File: src/rcbd_pkg.sv
// Shared types and constants of the remote command byte decoder.
package rcbd_pkg;

	// Item kinds on the input channel
	localparam logic OP_BYTE = 1'b0;
	localparam logic OP_TICK = 1'b1;

	// Joystick frame markers and stick presets
	localparam logic [7:0] FRAME_HEAD = 8'hBB;
	localparam logic [7:0] FRAME_TAIL = 8'hEE;
	localparam logic [7:0] STICK_MID  = 8'd128;
	localparam logic [7:0] STICK_MIN  = 8'd0;
	localparam logic [7:0] STICK_MAX  = 8'd255;

	// Command bytes
	localparam logic [7:0] CMD_STOP        = 8'h30;
	localparam logic [7:0] CMD_FORWARD     = 8'h31;
	localparam logic [7:0] CMD_BACK        = 8'h32;
	localparam logic [7:0] CMD_LEFT        = 8'h33;
	localparam logic [7:0] CMD_RIGHT       = 8'h34;
	localparam logic [7:0] CMD_SERVO_RESET = 8'h37;
	localparam logic [7:0] CMD_AUTO        = 8'h38;
	localparam logic [7:0] CMD_MANUAL      = 8'h39;
	localparam logic [7:0] CMD_BASE_BACK   = 8'h61;
	localparam logic [7:0] CMD_BASE_FRONT  = 8'h62;
	localparam logic [7:0] CMD_ARM_UP      = 8'h63;
	localparam logic [7:0] CMD_ARM_DOWN    = 8'h64;
	localparam logic [7:0] CMD_CLAW_CLOSE  = 8'h65;
	localparam logic [7:0] CMD_CLAW_OPEN   = 8'h66;
	localparam logic [7:0] CMD_ARM_FRONT   = 8'h67;
	localparam logic [7:0] CMD_ARM_BACK    = 8'h68;

	// Drive directions
	localparam logic [2:0] DIR_STOP    = 3'd0;
	localparam logic [2:0] DIR_FORWARD = 3'd1;
	localparam logic [2:0] DIR_BACK    = 3'd2;
	localparam logic [2:0] DIR_LEFT    = 3'd3;
	localparam logic [2:0] DIR_RIGHT   = 3'd4;

	// Servo commands
	localparam logic [2:0] SRV_NONE       = 3'd0;
	localparam logic [2:0] SRV_RESET      = 3'd1;
	localparam logic [2:0] SRV_BASE_BACK  = 3'd2;
	localparam logic [2:0] SRV_BASE_FRONT = 3'd3;
	localparam logic [2:0] SRV_CLAW_CLOSE = 3'd4;
	localparam logic [2:0] SRV_CLAW_OPEN  = 3'd5;
	localparam logic [2:0] SRV_ARM_FRONT  = 3'd6;
	localparam logic [2:0] SRV_ARM_BACK   = 3'd7;

	// Byte buffer: three held bytes plus the one just received
	localparam int BUF_DEPTH = 4;
	localparam logic [2:0] CNT_FULL = 3'd4;

	localparam logic [15:0] TIMEOUT_RESET = 16'd500;

	typedef enum logic [1:0] {
		ST_IDLE,
		ST_RESOLVE,
		ST_PUBLISH
	} state_t;

	typedef struct packed {
		logic load;     // take the accepted item
		logic step;     // resolve the head byte
		logic publish;  // copy state into the output register
	} dp_cmd_t;

	typedef struct packed {
		logic resolve_done;
	} dp_status_t;

endpackage

File: src/rcbd_ctrl.sv
// Controller state machine of the remote command byte decoder.
module rcbd_ctrl (
	input  logic                clk,
	input  logic                arst_n,
	input  logic                in_valid,
	output logic                in_stall,
	input  logic                operation,
	output logic                out_valid,
	input  logic                out_stall,
	input  rcbd_pkg::dp_status_t status,
	output rcbd_pkg::dp_cmd_t    cmd
);
	import rcbd_pkg::*;

	state_t state_q;
	state_t state_d;
	logic   out_valid_q;
	logic   out_free;

	assign out_free  = !out_valid_q || !out_stall;
	assign out_valid = out_valid_q;

	always_comb begin
		state_d = state_q;
		unique case (state_q)
			ST_IDLE: begin
				if (in_valid) begin
					state_d = (operation == OP_TICK) ? ST_PUBLISH : ST_RESOLVE;
				end
			end
			ST_RESOLVE: begin
				if (status.resolve_done) begin
					state_d = ST_PUBLISH;
				end
			end
			ST_PUBLISH: begin
				if (out_free) begin
					state_d = ST_IDLE;
				end
			end
			default: state_d = ST_IDLE;
		endcase
	end

	always_comb begin
		in_stall    = 1'b1;
		cmd.load    = 1'b0;
		cmd.step    = 1'b0;
		cmd.publish = 1'b0;
		unique case (state_q)
			ST_IDLE: begin
				in_stall = 1'b0;
				cmd.load = in_valid;
			end
			ST_RESOLVE: cmd.step = !status.resolve_done;
			ST_PUBLISH: cmd.publish = out_free;
			default: ;
		endcase
	end

	always_ff @(posedge clk or negedge arst_n) begin
		if (!arst_n) begin
			state_q     <= ST_IDLE;
			out_valid_q <= 1'b0;
		end else begin
			state_q <= state_d;
			if (cmd.publish) begin
				out_valid_q <= 1'b1;
			end else if (!out_stall) begin
				out_valid_q <= 1'b0;
			end
		end
	end

	// A result never overwrites one that is still waiting
	a_publish_free: assert property (@(posedge clk) disable iff (!arst_n)
		cmd.publish |-> (!out_valid_q || !out_stall))
		else $error("result published over a stalled result");

	// One item at a time: after an accept the input stalls
	a_one_item: assert property (@(posedge clk) disable iff (!arst_n)
		(in_valid && !in_stall) |=> in_stall)
		else $error("input accepted while an item is in work");

	// Every publish makes the output valid in the next cycle
	a_publish_valid: assert property (@(posedge clk) disable iff (!arst_n)
		cmd.publish |=> out_valid_q)
		else $error("published result not shown");

endmodule

File: src/rcbd_dp.sv
// Datapath of the remote command byte decoder: byte buffer, control state, tick counter.
module rcbd_dp (
	input  logic                 clk,
	input  logic                 arst_n,
	input  logic                 cfg_we,
	input  logic [15:0]          cfg_wdata,
	input  logic                 operation,
	input  logic [7:0]           rx_byte,
	input  logic                 end_of_burst,
	input  rcbd_pkg::dp_cmd_t    cmd,
	output rcbd_pkg::dp_status_t status,
	output logic [2:0]           direction,
	output logic [7:0]           stick_y,
	output logic [7:0]           stick_x,
	output logic                 stick_valid,
	output logic                 manual_mode,
	output logic [2:0]           servo_command,
	output logic                 arm_up_flag,
	output logic                 arm_down_flag,
	output logic                 link_up
);
	import rcbd_pkg::*;

	logic [7:0]  buf_q [BUF_DEPTH];
	logic [2:0]  cnt_q;
	logic        last_q;
	logic [15:0] timeout_q;
	logic [15:0] idle_q, idle_d, idle_inc;
	logic [2:0]  dir_q, dir_d;
	logic [7:0]  joy_y_q, joy_y_d, joy_x_q, joy_x_d;
	logic        seen_q, seen_d;
	logic        manual_q, manual_d;
	logic [2:0]  servo_q, servo_d;
	logic        up_q, up_d, down_q, down_d;
	logic        conn_q, conn_d;
	logic        tick_drop;
	logic        frame_hit;

	assign idle_inc  = (idle_q == 16'hFFFF) ? idle_q : idle_q + 16'd1;
	assign tick_drop = (idle_inc > timeout_q) && conn_q;
	assign frame_hit = (buf_q[0] == FRAME_HEAD) && (cnt_q == CNT_FULL)
		&& (buf_q[3] == FRAME_TAIL);

	// Stop when empty, or when a frame head waits for more bytes of its burst
	assign status.resolve_done = (cnt_q == 3'd0)
		|| ((buf_q[0] == FRAME_HEAD) && (cnt_q != CNT_FULL) && !last_q);

	always_comb begin
		idle_d   = idle_q;
		dir_d    = dir_q;
		joy_y_d  = joy_y_q;
		joy_x_d  = joy_x_q;
		seen_d   = seen_q;
		manual_d = manual_q;
		servo_d  = servo_q;
		up_d     = up_q;
		down_d   = down_q;
		conn_d   = conn_q;
		if (cmd.load) begin
			if (operation == OP_BYTE) begin
				idle_d = '0;
				conn_d = 1'b1;
			end else begin
				idle_d = idle_inc;
				if (tick_drop) begin
					conn_d  = 1'b0;
					dir_d   = DIR_STOP;
					servo_d = SRV_NONE;
					seen_d  = 1'b0;
					up_d    = 1'b0;
					down_d  = 1'b0;
					joy_y_d = STICK_MID;
					joy_x_d = STICK_MID;
				end
			end
		end else if (cmd.step) begin
			if (buf_q[0] != FRAME_HEAD) begin
				unique case (buf_q[0])
					CMD_STOP: begin
						dir_d = DIR_STOP; joy_y_d = STICK_MID; joy_x_d = STICK_MID;
						seen_d = 1'b1;
					end
					CMD_FORWARD: begin
						dir_d = DIR_FORWARD; joy_y_d = STICK_MIN; joy_x_d = STICK_MID;
						seen_d = 1'b1;
					end
					CMD_BACK: begin
						dir_d = DIR_BACK; joy_y_d = STICK_MAX; joy_x_d = STICK_MID;
						seen_d = 1'b1;
					end
					CMD_LEFT: begin
						dir_d = DIR_LEFT; joy_y_d = STICK_MID; joy_x_d = STICK_MIN;
						seen_d = 1'b1;
					end
					CMD_RIGHT: begin
						dir_d = DIR_RIGHT; joy_y_d = STICK_MID; joy_x_d = STICK_MAX;
						seen_d = 1'b1;
					end
					CMD_SERVO_RESET: servo_d = SRV_RESET;
					CMD_AUTO:        manual_d = 1'b0;
					CMD_MANUAL:      manual_d = 1'b1;
					CMD_BASE_BACK:   if (manual_q) servo_d = SRV_BASE_BACK;
					CMD_BASE_FRONT:  if (manual_q) servo_d = SRV_BASE_FRONT;
					CMD_ARM_UP:      if (manual_q) up_d = 1'b1;
					CMD_ARM_DOWN:    if (manual_q) down_d = 1'b1;
					CMD_CLAW_CLOSE:  if (manual_q) servo_d = SRV_CLAW_CLOSE;
					CMD_CLAW_OPEN:   if (manual_q) servo_d = SRV_CLAW_OPEN;
					CMD_ARM_FRONT:   if (manual_q) servo_d = SRV_ARM_FRONT;
					CMD_ARM_BACK:    if (manual_q) servo_d = SRV_ARM_BACK;
					default: ;
				endcase
			end else if (frame_hit) begin
				joy_y_d = buf_q[1];
				joy_x_d = buf_q[2];
				seen_d  = 1'b1;
			end
		end
	end

	// Byte buffer: append on a byte item, drop the head or a whole frame per step
	always_ff @(posedge clk) begin
		if (cmd.load && (operation == OP_BYTE)) begin
			buf_q[cnt_q[1:0]] <= rx_byte;
		end else if (cmd.step) begin
			for (int i = 0; i < BUF_DEPTH - 1; i++) begin
				buf_q[i] <= buf_q[i + 1];
			end
		end
	end

	always_ff @(posedge clk or negedge arst_n) begin
		if (!arst_n) begin
			cnt_q     <= '0;
			last_q    <= 1'b0;
			timeout_q <= TIMEOUT_RESET;
			idle_q    <= '0;
			dir_q     <= DIR_STOP;
			joy_y_q   <= STICK_MID;
			joy_x_q   <= STICK_MID;
			seen_q    <= 1'b0;
			manual_q  <= 1'b1;
			servo_q   <= SRV_NONE;
			up_q      <= 1'b0;
			down_q    <= 1'b0;
			conn_q    <= 1'b0;
		end else begin
			if (cfg_we) begin
				timeout_q <= cfg_wdata;
			end
			if (cmd.load && (operation == OP_BYTE)) begin
				cnt_q  <= cnt_q + 3'd1;
				last_q <= end_of_burst;
			end else if (cmd.step) begin
				cnt_q <= frame_hit ? 3'd0 : cnt_q - 3'd1;
			end
			idle_q   <= idle_d;
			dir_q    <= dir_d;
			joy_y_q  <= joy_y_d;
			joy_x_q  <= joy_x_d;
			seen_q   <= seen_d;
			manual_q <= manual_d;
			servo_q  <= servo_d;
			up_q     <= up_d;
			down_q   <= down_d;
			conn_q   <= conn_d;
		end
	end

	// Output register: holds the result while the receiver stalls
	always_ff @(posedge clk) begin
		if (cmd.publish) begin
			direction     <= dir_q;
			stick_y       <= joy_y_q;
			stick_x       <= joy_x_q;
			stick_valid   <= seen_q;
			manual_mode   <= manual_q;
			servo_command <= servo_q;
			arm_up_flag   <= up_q;
			arm_down_flag <= down_q;
			link_up       <= conn_q;
		end
	end

	// At most three bytes stay held between items
	a_held_limit: assert property (@(posedge clk) disable iff (!arst_n)
		cmd.load |-> (cnt_q < CNT_FULL))
		else $error("byte buffer overflow on load");

endmodule

File: src/remote_command_byte_decoder.sv
// Top level of the remote command byte decoder.
//
// Input channel (in_valid / in_stall): each item is a received byte with its
// end_of_burst mark (operation 0) or one timer tick (operation 1). Output
// channel (out_valid / out_stall): exactly one result per item, the control
// state after that item. cfg_we / cfg_wdata write timeout_ticks.
// From accept to out_valid, a tick goes straight to the publish state; a byte
// first passes through the resolve state, one step for each held byte resolved
// (up to four) and a last pass that sees the buffer settle, then the publish
// state loads the output register. The resolve step handles one head byte
// of the buffer per cycle, and the block works on one item at a time; the next
// item is taken once its result is in the output register.
// A result waiting under out_stall holds in the output register while the
// next item is accepted and worked on; that item's result then waits for the
// register to free. Reset clears the held bytes, centres the sticks, selects
// manual mode, drops the link and sets the timeout to 500 ticks.
module remote_command_byte_decoder (
	input  logic        clk,
	input  logic        arst_n,
	input  logic        cfg_we,
	input  logic [15:0] cfg_wdata,
	input  logic        in_valid,
	output logic        in_stall,
	input  logic        operation,
	input  logic [7:0]  rx_byte,
	input  logic        end_of_burst,
	output logic        out_valid,
	input  logic        out_stall,
	output logic [2:0]  direction,
	output logic [7:0]  stick_y,
	output logic [7:0]  stick_x,
	output logic        stick_valid,
	output logic        manual_mode,
	output logic [2:0]  servo_command,
	output logic        arm_up_flag,
	output logic        arm_down_flag,
	output logic        link_up
);
	import rcbd_pkg::*;

	dp_cmd_t    cmd;
	dp_status_t status;

	rcbd_ctrl u_ctrl (
		.clk       (clk),
		.arst_n    (arst_n),
		.in_valid  (in_valid),
		.in_stall  (in_stall),
		.operation (operation),
		.out_valid (out_valid),
		.out_stall (out_stall),
		.status    (status),
		.cmd       (cmd)
	);

	rcbd_dp u_dp (
		.clk           (clk),
		.arst_n        (arst_n),
		.cfg_we        (cfg_we),
		.cfg_wdata     (cfg_wdata),
		.operation     (operation),
		.rx_byte       (rx_byte),
		.end_of_burst  (end_of_burst),
		.cmd           (cmd),
		.status        (status),
		.direction     (direction),
		.stick_y       (stick_y),
		.stick_x       (stick_x),
		.stick_valid   (stick_valid),
		.manual_mode   (manual_mode),
		.servo_command (servo_command),
		.arm_up_flag   (arm_up_flag),
		.arm_down_flag (arm_down_flag),
		.link_up       (link_up)
	);

endmodule
File: config.mk
export PLATFORM = sky130hd
export DESIGN_NAME = remote_command_byte_decoder
export DESIGN_NICKNAME = d
export VERILOG_FILES = /design/src/rcbd_pkg.sv /design/src/rcbd_ctrl.sv /design/src/rcbd_dp.sv /design/src/remote_command_byte_decoder.sv
export SDC_FILE = /design/constraint.sdc
export NUM_CORES = 1
export LEC_CHECK = 0
export BUFFER_PORTS_ARGS = -buffer_cell sky130_fd_sc_hd__buf_2
export CAP_MARGIN = 15
export CORE_MARGIN = 2
export CORE_UTILIZATION = 25
export DETAILED_ROUTE_END_ITERATION = 10
export PLACE_DENSITY = 0.41
export SLEW_MARGIN = 20
export SYNTH_ARGS = -nofsm -noshare
export SYNTH_HDL_FRONTEND = slang
export SYNTH_SLANG_ARGS = --single-unit
File: constraint.sdc
create_clock -name clk -period 4.9 [get_ports clk]
set_input_delay 0 -clock clk [delete_from_list [all_inputs] [get_ports clk]]
set_output_delay 0 -clock clk [all_outputs]
set_load 0.05 [all_outputs]
==> summary.txt <==
Cells and area
  – Share of layout cells above drive strength 1: 20.6%
  – N_diodes: 0
  – Area Overhead vs Synth: 25.0%
  – Final nets: 689
  – Design area: 7570 um2

Worst setup path
  – CP Max Fanout: 17
  – Worst Path Required: 5.23 ns
  – Worst r2r src: u_dp.idle_q[7]
  – Kind of start point of the critical path: flip-flop
  – CP endpoint kind: flip-flop
  – CP Class: reg2reg
  – Critical Path Source: u_dp.idle_q[7]
  – Critical Path AT: 4.37 ns

Synth
  – Post-Synthesis Net Count: 604
  – Seq/Total Area, Yosys: 56.7%
  – Async S/R FF share, synth: 52.8%
  – Yosys warnings: 0
  – Syn avg cell area: 11.0 um2
  – FF+latch count, synth: 125
  – Area leader, netlist: edfxtp_1
  – Post-synthesis cell count: 551
  – Top_reg_cell synth: edfxtp_1
  – Ranking of synthesized cells by area: edfxtp_1 29%, dfrtp_1 24%, nand2_1 6.3%, ha_1 4.5%, dfstp_2 3.9%
  – Syn Std Cell Area: 6060 um2
  – Post-synth EDFFs: 59
  – Count of different cell masters after synthesis: 68
  – Yosys top cell area share: 29.3%

Worst hold path
  – Worst hold path type: in2reg
  – Hold Startpoint: cfg_we

Die
  – Core box area: 23600 um2
  – Io pins: 60
  – Cell Rows: 56
  – Chip height: 160 um
  – Die area: 25500 um2
  – Initial Util: 25.7%
  – Die X: 160 um

Drt
  – WL final: 14.5 mm
  – # DRC: 0
  – Post-detailed-route count of antenna-violating nets: 0
  – Drt initial violations: 313
  – DR pass1 iterations: 5
  – Via/cell ratio: 4.57
  – Vias: 4424
  – Avg WL per Cell: 14.9 um

Clocking
  – Clock Sink Count: 125
  – Clock buffer count from CTS: 17
  – Htree depth: 4
  – # resized after CTS: 0
  – TritonCTS clock tree: yes
  – Clock-pin slew on the worst setup and hold paths: 0.06 ns
  – Clk_lat worst skew: 0.42 ns
  – Clock buffer depth: 2
  – Root buffer cell: clkbuf_16

GRT
  – Largest net degree at the start of global routing: 67
  – Gr usage total: 11.9%
  – Initial antenna violation count: 0
  – Via count of the first global-routing pass: 4468
  – Global route total overflow: 0
  – Global-route wire length before repair: 24.1 mm

STA
  – Setup violators final: 0
  – RSZ-0062 raised after global routing: no
  – Final hold viol count: 0
  – Setup Total Neg Slack: 0 ns
  – Slew HR: 39.8%
  – Final min period: 4.04 ns
  – Crit share post-route: 82.3%
  – Clk_skew: 0.0121 ns
  – Slew @ Worst Pin: 0.904 ns
  – Final Slew Violations: 0
  – Fmax: 0.248 GHz

Outcome
  – Outcome: finished, final reports clean

Placement
  – Area after DPL: 6680 um2
  – Port Buf Inserts: 59
  – RePlAce Congestion: 0.804
  – DP HPWL: 10.3 mm

Pwr
  – PD cells: 553 nW/um2
  – LEAKAGE: 3.15 nW
  – Max VDD drop: 294 uV
  – Pwr Total: 4.19 mW

Flow run
  – Max_cap viols: 0
==> what timing repair did <==
item                                    CTS  global route
hold endpoints to repair                108             0
endpoints found under the setup margin    0             0
hold buffers                             28             0
setup buffers                             0             0
==> per-layer routing <==
metal,global-route usage (%),vias up,routed length (um)
li1,-,2141,-
met1,16.6,2175,7210
met2,17.8,94,6510
met3,3.01,14,529
met4,4.26,0,211
met5,0,-,0
==> flip-flops by register name (all words and copies together) (netlist names), 2 cells and up <==
signal              cells
u_dp.servo_q            3
u_dp.buf_q             32
u_dp.timeout_q         16
u_dp.dir_q              3
u_dp.servo_command      3
u_dp.stick_y            8
u_dp.direction          3
u_dp.cnt_q              3
u_dp.joy_x_q            8
u_ctrl.state_q          2
u_dp.idle_q            16
u_dp.stick_x            8
u_dp.joy_y_q            8
==> kinds of logic (layout without fill, tap and decap cells) <==
group / Yosys count / after routing / synth area share, %
AND/OR/NAND/NOR: 217 / 217 / 17.7
flip-flops: 125 / 125 / 56.7
AO/OA/AOI/OAI: 109 / 109 / 13.0
buffers and inverters: 50 / 148 / 3.41
adder cells (fa/ha/maj): 22 / 22 / 4.54
multiplexers: 15 / 15 / 2.77
XOR/XNOR: 13 / 13 / 1.88
==> power breakdown <==
part	internal [mW]	switching, mW	total, mW
Clock	0.812	0.491	1.30
Sequential	1.42	0.240	1.66
Combinational	0.418	0.806	1.22
Total	2.65	1.54	4.19
==> layout make-up <==
cell class | instances | area, um2
clock inverter | 14 | 181
fill | 2405 | 16000
clock buffer | 18 | 429
timing repair buffer | 92 | 613
sequential | 125 | 3430
multi-input combinational | 376 | 2420
inverter | 24 | 90.1
tap | 319 | 399
==> critical path, cell delays in order, from the launching register on <==
cell      delay (ns)
dfrtp_1         0.48
and4_1          0.29
nand3_1         0.11
nor3_1          0.45
nand3_1         0.19
mux2_2          0.31
ha_1            0.31
nand4_1         0.22
a2111o_1        0.44
a31oi_1         0.60
o22ai_4         0.30
a22oi_1         0.25
==> cells in the mapped netlist, types with 2 or more instances <==
cell	instances
nand2_1	102
edfxtp_1	59
dfrtp_1	57
nor2_1	44
o21ai_0	28
inv_1	24
ha_1	22
a21oi_1	18
clkbuf_1	18
o2bb2ai_1	16
mux2_2	13
nand3_1	13
a22o_1	12
dfstp_2	9
xnor2_1	9
nand2b_1	7
nand4_1	7
nor3_1	6
a211oi_1	5
a21o_1	5
or3_1	4
xor2_1	4
and2_1	3
and4_1	3
buf_1	3
buf_2	3
nor2b_1	3
a21boi_0	2
a22oi_1	2
a31oi_1	2
and3_1	2
and4bb_2	2
buf_6	2
nand3b_1	2
nand4b_1	2
nor4_1	2
nor4_4	2
o21a_1	2
o21bai_1	2
or2_2	2
==> path summary, 6_finish.rpt <==
kind / to / slack (ns) / cells after the start
max in group asynchronous: u_dp.joy_y_q[2] / 3.97 / 3
min in group asynchronous: u_dp.idle_q[15] / 0.33 / 3
min: u_dp.timeout_q[4] / 0.02 / 3
max reg2reg: u_dp.joy_y_q[7] / 0.86 / 11
max: u_dp.joy_y_q[7] / 0.86 / 11
min reg2reg: u_dp.stick_valid / 0.45 / 0
==> cell usage in the layout (no fill, tap or decap), types with 3 or more instances in the layout <==
| cell type | n |
|---|---|
| a211oi_1 | 5 |
| a21o_1 | 5 |
| a21oi_1 | 16 |
| a22o_1 | 12 |
| and2_1 | 3 |
| and4_1 | 3 |
| buf_2 | 59 |
| buf_4 | 5 |
| bufinv_16 | 3 |
| clkbuf_16 | 17 |
| clkinvlp_4 | 3 |
| dfrtp_1 | 57 |
| dfstp_2 | 9 |
| dlygate4sd3_1 | 28 |
| edfxtp_1 | 59 |
| ha_1 | 22 |
| inv_1 | 24 |
| inv_6 | 6 |
| mux2_2 | 13 |
| nand2_1 | 102 |
| nand2b_1 | 7 |
| nand3_1 | 13 |
| nand4_1 | 7 |
| nor2_1 | 44 |
| nor2b_1 | 3 |
| nor3_1 | 6 |
| o21ai_0 | 28 |
| o2bb2ai_1 | 16 |
| or3_1 | 4 |
| xnor2_1 | 9 |
| xor2_1 | 4 |
==> per-stage QoR <==
stage / hold slack [ns] / std cells / utilization [%] / setup slack [ns]
after detailed placement: 0.198 / 908 / 28.3 / 0.833
after CTS: 0.00581 / 968 / 32.1 / 0.797
final: 0.0152 / 968 / 32.1 / 0.865
after global routing: 0.0501 / 968 / 32.1 / 0.494
after global placement: 0.194 / 908 / 28.3 / 0.930
after floorplan: -0.296 / 551 / - / 1.47
(Power assumes the default switching activity.)
